File: src/hdl/pmt_pkg.sv
package pmt_pkg;

  // result kinds
  typedef enum logic {
    KIND_ENTRY   = 1'b0,
    KIND_SUMMARY = 1'b1
  } pmt_kind_t;

  // byte positions within the section header
  localparam logic [12:0] POS_LEN_HI    = 13'd1;
  localparam logic [12:0] POS_LEN_LO    = 13'd2;
  localparam logic [12:0] POS_PROG_HI   = 13'd3;
  localparam logic [12:0] POS_PROG_LO   = 13'd4;
  localparam logic [12:0] POS_VERSION   = 13'd5;
  localparam logic [12:0] POS_SECT_NUM  = 13'd6;
  localparam logic [12:0] POS_LAST_SECT = 13'd7;
  localparam logic [12:0] POS_PCR_HI    = 13'd8;
  localparam logic [12:0] POS_PCR_LO    = 13'd9;
  localparam logic [12:0] POS_INFO_HI   = 13'd10;
  localparam logic [12:0] POS_INFO_LO   = 13'd11;
  localparam logic [12:0] POS_BODY      = 13'd12;

  // shortest section length that holds header and crc
  localparam logic [11:0] MIN_SECTION_LEN = 12'd13;

  // byte index within one elementary stream entry
  localparam logic [2:0] ENT_TYPE    = 3'd0;
  localparam logic [2:0] ENT_PID_HI  = 3'd1;
  localparam logic [2:0] ENT_PID_LO  = 3'd2;
  localparam logic [2:0] ENT_INFO_HI = 3'd3;
  localparam logic [2:0] ENT_INFO_LO = 3'd4;

  // default depth of the result queue
  localparam int unsigned RESULT_DEPTH = 2;

  typedef struct packed {
    pmt_kind_t   kind;
    logic [7:0]  entry_index;
    logic [7:0]  es_type;
    logic [12:0] es_pid;
    logic [15:0] prog_num;
    logic [4:0]  version_num;
    logic        current_next;
    logic [7:0]  sect_num;
    logic [7:0]  last_sect_num;
    logic [12:0] pcr_pid;
    logic [31:0] crc_value;
    logic        malformed;
  } pmt_result_t;

endpackage

File: src/hdl/pmt_channels.sv
// section byte channel
interface pmt_byte_if;
  logic       valid;
  logic       ready;
  logic [7:0] byte_value;
  logic       section_start;

  modport source (output valid, byte_value, section_start, input ready);
  modport sink (input valid, byte_value, section_start, output ready);
endinterface

// parsed result channel
interface pmt_result_if;
  logic        valid;
  logic        ready;
  logic        kind;
  logic [7:0]  entry_index;
  logic [7:0]  es_type;
  logic [12:0] es_pid;
  logic [15:0] prog_num;
  logic [4:0]  version_num;
  logic        current_next;
  logic [7:0]  sect_num;
  logic [7:0]  last_sect_num;
  logic [12:0] pcr_pid;
  logic [31:0] crc_value;
  logic        malformed;

  modport source (
    output valid, kind, entry_index, es_type, es_pid, prog_num,
      version_num, current_next, sect_num, last_sect_num, pcr_pid,
      crc_value, malformed,
    input ready
  );
  modport sink (
    input valid, kind, entry_index, es_type, es_pid, prog_num,
      version_num, current_next, sect_num, last_sect_num, pcr_pid,
      crc_value, malformed,
    output ready
  );
endinterface

File: src/hdl/pmt_parse.sv
module pmt_parse (
  input  logic                clk,
  input  logic                rst,
  input  logic                take,
  input  logic [7:0]          byte_value,
  input  logic                section_start,
  output logic                res_valid,
  output pmt_pkg::pmt_result_t res
);
  import pmt_pkg::*;

  // section state
  logic        active, active_next;
  logic [12:0] byte_position, byte_position_next;
  logic [11:0] sect_len, sect_len_next;
  logic [11:0] skip_remaining, skip_remaining_next;
  logic [2:0]  entry_byte, entry_byte_next;
  logic [7:0]  entry_type, entry_type_next;
  logic [12:0] entry_pid, entry_pid_next;
  logic [3:0]  entry_info_hi, entry_info_hi_next;
  logic [7:0]  entry_count, entry_count_next;
  logic [15:0] prog_num, prog_num_next;
  logic [4:0]  version_num, version_num_next;
  logic        current_next, current_next_next;
  logic [7:0]  sect_num, sect_num_next;
  logic [7:0]  last_section, last_section_next;
  logic [12:0] pcr_pid, pcr_pid_next;
  logic [31:0] crc_hold, crc_hold_next;
  logic        malformed, malformed_next;

  // per-byte decode; a start byte sees a cleared section
  always_comb begin
    logic        start;
    logic [12:0] pos;
    logic [13:0] pos_plus1;
    logic [12:0] end_pos;
    logic        in_crc;

    start = take && section_start;
    active_next         = active;
    byte_position_next  = start ? '0 : byte_position;
    sect_len_next       = start ? '0 : sect_len;
    skip_remaining_next = start ? '0 : skip_remaining;
    entry_byte_next     = start ? ENT_TYPE : entry_byte;
    entry_type_next     = start ? '0 : entry_type;
    entry_pid_next      = start ? '0 : entry_pid;
    entry_info_hi_next  = start ? '0 : entry_info_hi;
    entry_count_next    = start ? '0 : entry_count;
    prog_num_next       = start ? '0 : prog_num;
    version_num_next    = start ? '0 : version_num;
    current_next_next   = start ? 1'b0 : current_next;
    sect_num_next       = start ? '0 : sect_num;
    last_section_next   = start ? '0 : last_section;
    pcr_pid_next        = start ? '0 : pcr_pid;
    crc_hold_next       = start ? '0 : crc_hold;
    malformed_next      = start ? 1'b0 : malformed;
    res_valid = 1'b0;
    res       = '0;
    pos       = byte_position_next;
    pos_plus1 = {1'b0, pos} + 14'd1;
    in_crc    = 1'b0;
    end_pos   = '0;

    if (take && (start || active)) begin
      active_next   = 1'b1;
      crc_hold_next = {crc_hold_next[23:0], byte_value};

      // header fields by position
      if (pos == POS_LEN_HI) begin
        sect_len_next = {byte_value[3:0], 8'h00};
      end else if (pos == POS_LEN_LO) begin
        sect_len_next = {sect_len_next[11:8], byte_value};
        if ({sect_len_next[11:8], byte_value} < MIN_SECTION_LEN) begin
          malformed_next = 1'b1;
        end
      end else if (pos == POS_PROG_HI) begin
        prog_num_next[15:8] = byte_value;
      end else if (pos == POS_PROG_LO) begin
        prog_num_next[7:0] = byte_value;
      end else if (pos == POS_VERSION) begin
        version_num_next  = byte_value[5:1];
        current_next_next = byte_value[0];
      end else if (pos == POS_SECT_NUM) begin
        sect_num_next = byte_value;
      end else if (pos == POS_LAST_SECT) begin
        last_section_next = byte_value;
      end else if (pos == POS_PCR_HI) begin
        pcr_pid_next[12:8] = byte_value[4:0];
      end else if (pos == POS_PCR_LO) begin
        pcr_pid_next[7:0] = byte_value;
      end else if (pos == POS_INFO_HI) begin
        skip_remaining_next = {byte_value[3:0], 8'h00};
      end else if (pos == POS_INFO_LO) begin
        skip_remaining_next = {skip_remaining_next[11:8], byte_value};
        entry_byte_next     = ENT_TYPE;
      end else if (pos >= POS_BODY) begin
        in_crc = pos_plus1 >= {2'b00, sect_len_next};
        if (in_crc) begin
          // crc region: pending descriptors or a partial entry are an overrun
          if (skip_remaining_next != '0 || entry_byte_next != ENT_TYPE) begin
            malformed_next = 1'b1;
          end
          skip_remaining_next = '0;
          entry_byte_next     = ENT_TYPE;
        end else if (skip_remaining_next != '0) begin
          skip_remaining_next = skip_remaining_next - 12'd1;
        end else begin
          // elementary stream entry bytes
          case (entry_byte_next)
            ENT_TYPE: begin
              entry_type_next = byte_value;
              entry_byte_next = ENT_PID_HI;
            end
            ENT_PID_HI: begin
              entry_pid_next  = {byte_value[4:0], 8'h00};
              entry_byte_next = ENT_PID_LO;
            end
            ENT_PID_LO: begin
              entry_pid_next  = {entry_pid_next[12:8], byte_value};
              entry_byte_next = ENT_INFO_HI;
            end
            ENT_INFO_HI: begin
              entry_info_hi_next = byte_value[3:0];
              entry_byte_next    = ENT_INFO_LO;
            end
            default: begin
              res_valid            = 1'b1;
              res.kind             = KIND_ENTRY;
              res.entry_index      = entry_count_next;
              res.es_type          = entry_type_next;
              res.es_pid           = entry_pid_next;
              entry_count_next     = entry_count_next + 8'd1;
              skip_remaining_next  = {entry_info_hi_next, byte_value};
              entry_byte_next      = ENT_TYPE;
            end
          endcase
        end
      end

      // last crc byte closes the section
      end_pos = {1'b0, sect_len_next} + 13'd2;
      if (pos >= POS_LEN_LO && pos == end_pos) begin
        res_valid         = 1'b1;
        res               = '0;
        res.kind          = KIND_SUMMARY;
        res.entry_index   = entry_count_next;
        res.prog_num      = prog_num_next;
        res.version_num   = version_num_next;
        res.current_next  = current_next_next;
        res.sect_num      = sect_num_next;
        res.last_sect_num = last_section_next;
        res.pcr_pid       = pcr_pid_next;
        res.crc_value     = crc_hold_next;
        res.malformed     = malformed_next;
        active_next       = 1'b0;
      end

      byte_position_next = pos + 13'd1;
    end
  end

  // control state
  always_ff @(posedge clk) begin
    if (rst) begin
      active         <= 1'b0;
      byte_position  <= '0;
      sect_len       <= '0;
      skip_remaining <= '0;
      entry_byte     <= ENT_TYPE;
      entry_count    <= '0;
      malformed      <= 1'b0;
    end else begin
      active         <= active_next;
      byte_position  <= byte_position_next;
      sect_len       <= sect_len_next;
      skip_remaining <= skip_remaining_next;
      entry_byte     <= entry_byte_next;
      entry_count    <= entry_count_next;
      malformed      <= malformed_next;
    end
  end

  // field holds, cleared by the start byte
  always_ff @(posedge clk) begin
    entry_type    <= entry_type_next;
    entry_pid     <= entry_pid_next;
    entry_info_hi <= entry_info_hi_next;
    prog_num      <= prog_num_next;
    version_num   <= version_num_next;
    current_next  <= current_next_next;
    sect_num      <= sect_num_next;
    last_section  <= last_section_next;
    pcr_pid       <= pcr_pid_next;
    crc_hold      <= crc_hold_next;
  end

endmodule

File: src/hdl/pmt_result_fifo.sv
module pmt_result_fifo #(
  parameter int unsigned DEPTH = pmt_pkg::RESULT_DEPTH
) (
  input  logic                 clk,
  input  logic                 rst,
  input  logic                 push,
  input  pmt_pkg::pmt_result_t push_data,
  output logic                 not_full,
  output logic                 out_valid,
  input  logic                 out_ready,
  output pmt_pkg::pmt_result_t out_data
);
  import pmt_pkg::*;

  localparam int unsigned PTR_W = (DEPTH > 1) ? $clog2(DEPTH) : 1;
  localparam int unsigned CNT_W = $clog2(DEPTH + 1);
  localparam logic [PTR_W-1:0] LAST_SLOT = PTR_W'(DEPTH - 1);
  localparam logic [CNT_W-1:0] FULL_COUNT = CNT_W'(DEPTH);

  pmt_result_t      slots [DEPTH];
  logic [PTR_W-1:0] wr_ptr, rd_ptr;
  logic [CNT_W-1:0] count;
  logic             pop;

  assign pop       = out_valid && out_ready;
  assign out_valid = count != '0;
  assign not_full  = count != FULL_COUNT;
  assign out_data  = slots[rd_ptr];

  // pointers and fill count
  always_ff @(posedge clk) begin
    if (rst) begin
      wr_ptr <= '0;
      rd_ptr <= '0;
      count  <= '0;
    end else begin
      if (push) begin
        wr_ptr <= (wr_ptr == LAST_SLOT) ? '0 : wr_ptr + PTR_W'(1);
      end
      if (pop) begin
        rd_ptr <= (rd_ptr == LAST_SLOT) ? '0 : rd_ptr + PTR_W'(1);
      end
      case ({push, pop})
        2'b10:   count <= count + CNT_W'(1);
        2'b01:   count <= count - CNT_W'(1);
        default: count <= count;
      endcase
    end
  end

  // result slots
  always_ff @(posedge clk) begin
    if (push) begin
      slots[wr_ptr] <= push_data;
    end
  end

endmodule

File: src/hdl/pmt_section_parser_top.sv
// the decode is combinational; the byte transfer that causes a result writes it into the queue
// throughput: one section byte per cycle unless the result queue is full; single-pass decode
// the result queue holds RESULT_DEPTH entries; input stalls only when it is full
// reset: synchronous, active high; clears the section state and empties the queue
module pmt_section_parser_top #(
  parameter int unsigned RESULT_DEPTH = pmt_pkg::RESULT_DEPTH
) (
  input logic         clk,
  input logic         rst,
  pmt_byte_if.sink    section,
  pmt_result_if.source result
);
  import pmt_pkg::*;

  logic        take;
  logic        res_valid;
  logic        not_full;
  pmt_result_t res;
  pmt_result_t head;

  assign section.ready = not_full;
  assign take          = section.valid && not_full;

  // byte decoder and section state
  pmt_parse u_parse (
    .clk           (clk),
    .rst           (rst),
    .take          (take),
    .byte_value    (section.byte_value),
    .section_start (section.section_start),
    .res_valid     (res_valid),
    .res           (res)
  );

  // result queue decouples input from output stalls
  pmt_result_fifo #(
    .DEPTH (RESULT_DEPTH)
  ) u_fifo (
    .clk       (clk),
    .rst       (rst),
    .push      (res_valid),
    .push_data (res),
    .not_full  (not_full),
    .out_valid (result.valid),
    .out_ready (result.ready),
    .out_data  (head)
  );

  // output fields
  assign result.kind          = 1'(head.kind);
  assign result.entry_index   = head.entry_index;
  assign result.es_type       = head.es_type;
  assign result.es_pid        = head.es_pid;
  assign result.prog_num      = head.prog_num;
  assign result.version_num   = head.version_num;
  assign result.current_next  = head.current_next;
  assign result.sect_num      = head.sect_num;
  assign result.last_sect_num = head.last_sect_num;
  assign result.pcr_pid       = head.pcr_pid;
  assign result.crc_value     = head.crc_value;
  assign result.malformed     = head.malformed;

endmodule

File: src/flat_wrapper.sv
// flat-port wrapper written by rule: the top's interface ports become plain ports
module pmt_section_parser_top_flat import pmt_pkg::*;
#(
  parameter int unsigned RESULT_DEPTH = pmt_pkg::RESULT_DEPTH
)
  (clk, rst, section_valid, section_byte_value, section_section_start, section_ready, result_valid, result_kind, result_entry_index, result_es_type, result_es_pid, result_prog_num, result_version_num, result_current_next, result_sect_num, result_last_sect_num, result_pcr_pid, result_crc_value, result_malformed, result_ready);
  pmt_byte_if section_i ();
  pmt_result_if result_i ();
  input logic clk;
  input logic rst;
  input wire logic [$bits(section_i.valid)-1:0] section_valid;
  input wire logic [$bits(section_i.byte_value)-1:0] section_byte_value;
  input wire logic [$bits(section_i.section_start)-1:0] section_section_start;
  output wire logic [$bits(section_i.ready)-1:0] section_ready;
  output wire logic [$bits(result_i.valid)-1:0] result_valid;
  output wire logic [$bits(result_i.kind)-1:0] result_kind;
  output wire logic [$bits(result_i.entry_index)-1:0] result_entry_index;
  output wire logic [$bits(result_i.es_type)-1:0] result_es_type;
  output wire logic [$bits(result_i.es_pid)-1:0] result_es_pid;
  output wire logic [$bits(result_i.prog_num)-1:0] result_prog_num;
  output wire logic [$bits(result_i.version_num)-1:0] result_version_num;
  output wire logic [$bits(result_i.current_next)-1:0] result_current_next;
  output wire logic [$bits(result_i.sect_num)-1:0] result_sect_num;
  output wire logic [$bits(result_i.last_sect_num)-1:0] result_last_sect_num;
  output wire logic [$bits(result_i.pcr_pid)-1:0] result_pcr_pid;
  output wire logic [$bits(result_i.crc_value)-1:0] result_crc_value;
  output wire logic [$bits(result_i.malformed)-1:0] result_malformed;
  input wire logic [$bits(result_i.ready)-1:0] result_ready;
  assign section_i.valid = section_valid;
  assign section_i.byte_value = section_byte_value;
  assign section_i.section_start = section_section_start;
  assign section_ready = section_i.ready;
  assign result_valid = result_i.valid;
  assign result_kind = result_i.kind;
  assign result_entry_index = result_i.entry_index;
  assign result_es_type = result_i.es_type;
  assign result_es_pid = result_i.es_pid;
  assign result_prog_num = result_i.prog_num;
  assign result_version_num = result_i.version_num;
  assign result_current_next = result_i.current_next;
  assign result_sect_num = result_i.sect_num;
  assign result_last_sect_num = result_i.last_sect_num;
  assign result_pcr_pid = result_i.pcr_pid;
  assign result_crc_value = result_i.crc_value;
  assign result_malformed = result_i.malformed;
  assign result_i.ready = result_ready;
  pmt_section_parser_top #(.RESULT_DEPTH(RESULT_DEPTH)) u_core (.clk(clk), .rst(rst), .section(section_i), .result(result_i));
endmodule
File: config.mk
export PLATFORM = sky130hd
export DESIGN_NAME = pmt_section_parser_top_flat
export DESIGN_NICKNAME = d
export VERILOG_FILES = /design/src/hdl/pmt_pkg.sv /design/src/hdl/pmt_channels.sv /design/src/hdl/pmt_parse.sv /design/src/hdl/pmt_result_fifo.sv /design/src/hdl/pmt_section_parser_top.sv /design/src/flat_wrapper.sv
export SDC_FILE = /design/constraint.sdc
export NUM_CORES = 1
export LEC_CHECK = 0
export ABC_CLOCK_PERIOD_IN_PS = 12800
export BUFFER_PORTS_ARGS = -buffer_cell sky130_fd_sc_hd__buf_4
export CAP_MARGIN = 20
export CORE_MARGIN = 4
export CORE_UTILIZATION = 55
export DETAILED_ROUTE_END_ITERATION = 16
export GPL_TIMING_DRIVEN = 0
export PLACE_DENSITY = 0.77
export SKIP_CTS_REPAIR_TIMING = 1
export SLEW_MARGIN = 20
export SYNTH_ARGS = -nofsm -noshare
export SYNTH_HDL_FRONTEND = slang
export SYNTH_HIERARCHICAL = 1
export SYNTH_SLANG_ARGS = --single-unit
File: constraint.sdc
create_clock -name clk -period 12.8 [get_ports clk]
set_input_delay 3.84 -clock clk [delete_from_list [all_inputs] [get_ports clk]]
set_output_delay 3.84 -clock clk [all_outputs]
set_load 0.05 [all_outputs]
==> results.cfg <==
[run_status]
run_status = finished clean

[place]
numPlacedInstances = 2155
port-buffer-count = 125
final_gp_congestion = 0.962
hpwlAfterDp_um = 36800

[yosys]
ys_types = 74
synthesis.area_sq_um = 17700
synth_top_cell_area_share_pct = 38.7
share_of_synthesized_flip_flops_with_an_asynchronous_set_or_reset_pct = 0
synth.most_common_cell = sky130_fd_sc_hd__edfxtp_1
yosysSeqAreaShare_pct = 56.3
post_synth_inst_count = 1621
ys.flop_type = sky130_fd_sc_hd__edfxtp_1
yosys_warnings = 6
synth_area_leader_cell = sky130_fd_sc_hd__edfxtp_1
synth.top_cells.by_count = sky130_fd_sc_hd__edfxtp_1 (228), sky130_fd_sc_hd__nand2_1 (181), sky130_fd_sc_hd__dfxtp_1 (155)
number_of_enable_type_register_cells_in_the_synthesized_netlist = 228
postSynthNetCount = 1655
syn-mean-instance-area_sq_um = 10.9
synth-seq-cells = 383
synthTopCellsByArea = sky130_fd_sc_hd__edfxtp_1 (39%), sky130_fd_sc_hd__dfxtp_1 (18%), sky130_fd_sc_hd__mux2_1 (7.3%)

[route]
detail_route.wirelength_um = 52300
post_drt_wl_per_cell_um = 23.5
vias_per_cell = 6.30
drc_errors = 0
firstDrtPassIters = 6
dr_total_vias = 14100
ant_nets = 0
first_iter_violations = 1830

[finish]
layout-drive-gt1-share_pct = 13.8
fillerInstances = 2489
antenna_cells = 0
area_growth_syn_to_layout_pct = 16.3
fin_cells = 2231
final_core_utilization_pct = 65.0
nNetsFinal = 1830

[setup_path]
arrival_ns = 12.32
worstReg2RegEnd = u_core/u_fifo/slots[0][63]
crit_path_start_kind = primary input
setup.worst_path.end_class = flip-flop
crit_required_ns = 13.04
rr_startpoint = u_core/u_fifo/count[0]
criticalPathCategory = primary input to flip-flop
r2r_slack_ns = 3.55
worst-r2r-cell-count = 23
critical_path_peak_fanout = 26

[timing]
hold-worst-slack_ns = 0.441
timing.final.hold_violations = 0
fin_crit_sh_pct = 94.4
clock_skew_ns = 0.0300
worst_slew_pin_slew_ns = 1.13
timing.fmax_mhz = 82.8
final_setup_violation_count = 0
min_period_ns = 12.08
final-max-slew-violation-count = 0
rsz0062_at_grt = false
maxSlewHeadroom_pct = 24.0

[die]
die_w_um = 187
die_area_sq_um = 35100
fp.dieH_um = 187
ioPinCount = 129
num_rows = 65
core_area_sq_um = 31600
start_util_pct = 55.9

[clocking]
numCtsBuffers = 41
tritoncts = yes
cts.sink_count = 383
cts.root.buffer_cell = sky130_fd_sc_hd__clkbuf_16
cts_max_level = 2
latest_clock_arrival_within_the_worst_skew_pair_ns = 0.55
clk_pin_slew_worst_paths_ns = 0.06
clockBufferDepth = 3

[pwr]
static-leakage-power_nw = 7.08
max-vdd-ir-drop_uv = 103
cellPowerDensity_nw_per_um2 = 132

[flow_run]
timing.max_cap.violations = 0

[global_routing]
grt-ovfl-total = 0
gr-usage-all-layers_pct = 28.8
maximum_number_of_pins_on_one_net_before_global_route_repair = 53
wire_length_of_the_first_global_routing_pass_um = 80000
grt_pass1_vias = 13600
antenna_violations_before_repair = 0

[worst_hold_path]
whs_endpoint = u_core/u_parse/crc_hold[19]
hold_start = u_core/u_parse/crc_hold[19]
min_delay_path_depth = 2
min_path_type = flip-flop to flip-flop
==> area by class of cell <==
type	count	area, sq um	share of cell area, %
inverter	19	71.3	0.347
tap	402	503	2.45
clock buffer	56	1120	5.46
sequential	383	9950	48.4
buffer	122	554	2.70
clock inverter	20	165	0.803
multi-input combinational	1097	7110	34.6
timing repair buffer	132	1080	5.25
==> stage by stage <==
stage / setup slack [ns] / area (sq um) / setup TNS (ns) / total power [mW]
6_report: 0.722 / 20600 / 0 / 2.72
5_1_grt: 0.433 / 20600 / 0 / 2.80
4_1_cts: 0.919 / 20600 / 0 / 2.72
3_5_place_dp: 0.354 / 19300 / 0 / 1.62
3_3_place_gp: -3.01 / 19100 / -619.60 / 1.62
2_1_floorplan: 1.07 / 17700 / 0 / 1.52
==> cells by family (layout without fill, tap and decap cells) <==
kind of cell | Yosys count | after routing | share of synthesized area, %
compound gates | 345 | 345 | 13.5
xor+xnor | 31 | 31 | 1.54
fa+ha+maj | 21 | 21 | 1.49
buf+inv | 141 | 349 | 3.54
flops | 383 | 383 | 56.3
mux | 133 | 133 | 8.39
simple gates | 567 | 567 | 15.3
==> placed cells by master (no fill, tap or decap), types with 7 or more instances in the layout <==
cell type,netlist,layout
sky130_fd_sc_hd__and2_1,41,40
sky130_fd_sc_hd__nand2_1,181,181
sky130_fd_sc_hd__o21ai_0,55,55
sky130_fd_sc_hd__ha_1,21,21
sky130_fd_sc_hd__nor3_1,30,30
sky130_fd_sc_hd__a211oi_1,7,7
sky130_fd_sc_hd__clkbuf_16,0,41
sky130_fd_sc_hd__a22oi_1,48,48
sky130_fd_sc_hd__dfxtp_1,155,155
sky130_fd_sc_hd__buf_1,8,8
sky130_fd_sc_hd__xor2_1,13,13
sky130_fd_sc_hd__edfxtp_1,228,228
sky130_fd_sc_hd__a22o_1,59,59
sky130_fd_sc_hd__inv_1,19,19
sky130_fd_sc_hd__a21oi_1,77,77
sky130_fd_sc_hd__mux2i_1,12,12
sky130_fd_sc_hd__xnor2_1,18,18
sky130_fd_sc_hd__buf_4,0,125
sky130_fd_sc_hd__a32oi_1,9,9
sky130_fd_sc_hd__nand4_1,22,22
sky130_fd_sc_hd__clkbuf_1,77,88
sky130_fd_sc_hd__mux2_1,114,114
sky130_fd_sc_hd__mux2_2,7,7
sky130_fd_sc_hd__and3_1,28,28
sky130_fd_sc_hd__nor2_1,154,153
sky130_fd_sc_hd__buf_6,8,8
sky130_fd_sc_hd__or3_1,10,10
sky130_fd_sc_hd__buf_2,29,30
sky130_fd_sc_hd__nand3_1,51,51
sky130_fd_sc_hd__a31oi_1,16,16
==> critical path, stage by stage <==
cell,delay [ns]
sky130_fd_sc_hd__buf_4,0.07
sky130_fd_sc_hd__and2_1,0.11
sky130_fd_sc_hd__clkbuf_1,0.42
sky130_fd_sc_hd__and2_1,0.20
sky130_fd_sc_hd__clkbuf_1,0.26
sky130_fd_sc_hd__clkbuf_1,0.60
sky130_fd_sc_hd__clkbuf_1,0.76
sky130_fd_sc_hd__clkbuf_1,0.63
sky130_fd_sc_hd__buf_1,0.68
sky130_fd_sc_hd__nor2_1,0.13
sky130_fd_sc_hd__ha_1,0.34
sky130_fd_sc_hd__a21o_1,0.19
sky130_fd_sc_hd__a2111oi_0,0.42
sky130_fd_sc_hd__o221ai_1,0.23
sky130_fd_sc_hd__a211o_1,0.45
sky130_fd_sc_hd__nor2_1,0.66
sky130_fd_sc_hd__nand2_1,0.39
sky130_fd_sc_hd__a21oi_1,0.39
sky130_fd_sc_hd__inv_1,0.15
sky130_fd_sc_hd__nor2_4,0.62
sky130_fd_sc_hd__buf_16,0.25
sky130_fd_sc_hd__buf_12,0.20
sky130_fd_sc_hd__buf_12,0.21
==> flip-flops by register name (all words and copies together), names as in the netlist, named ones only <==
| register | count |
|---|---|
| u_core/u_parse/skip_remaining | 12 |
| u_core/u_parse/current_next | 1 |
| u_core/u_parse/malformed | 1 |
| u_core/u_fifo/rd_ptr | 1 |
| u_core/u_fifo/count | 2 |
| u_core/u_parse/entry_pid | 13 |
| u_core/u_parse/entry_count | 8 |
| u_core/u_parse/version_num | 5 |
| u_core/u_parse/sect_num | 8 |
| u_core/u_fifo/wr_ptr | 1 |
| u_core/u_parse/active | 1 |
| u_core/u_parse/entry_info_hi | 4 |
| u_core/u_parse/crc_hold | 24 |
| u_core/u_parse/byte_position | 13 |
| u_core/u_parse/pcr_pid | 13 |
| u_core/u_parse/sect_len | 12 |
| u_core/u_fifo/slots | 228 |
| u_core/u_parse/entry_type | 8 |
| u_core/u_parse/last_section | 8 |
| u_core/u_parse/entry_byte | 3 |
| u_core/u_parse/prog_num | 16 |
==> worst max-delay path by stage <==
stage,depth (start not counted),startpoint,endpoint,slack (ns)
final,23,section_valid,u_core/u_fifo/slots[0][63],0.72
after global placement,20,section_valid,u_core/u_fifo/slots[0][65],-3.01
after floorplan,23,section_valid,u_core/u_fifo/slots[0][0],1.07
after detailed placement,23,section_valid,u_core/u_fifo/slots[0][63],0.35
after CTS,23,section_valid,u_core/u_fifo/slots[0][59],0.92
after global routing,23,section_valid,u_core/u_fifo/slots[0][63],0.43
==> where the power goes <==
group	total, mW	internal [mW]	switching (mW)
Clock	1.12	0.626	0.490
Sequential	1.32	1.31	0.0105
Combinational	0.279	0.0729	0.207
==> routing by layer <==
layer	global-route usage, %	vias up	wire length, um	part of all wire (%)
met5	0	-	0	0
met4	9.73	0	1680	3.2
met3	4.67	126	4600	8.8
met2	45.2	721	23700	45
met1	41.3	6860	22300	43
li1	-	6354	-	-
(Power assumes the default switching activity.)
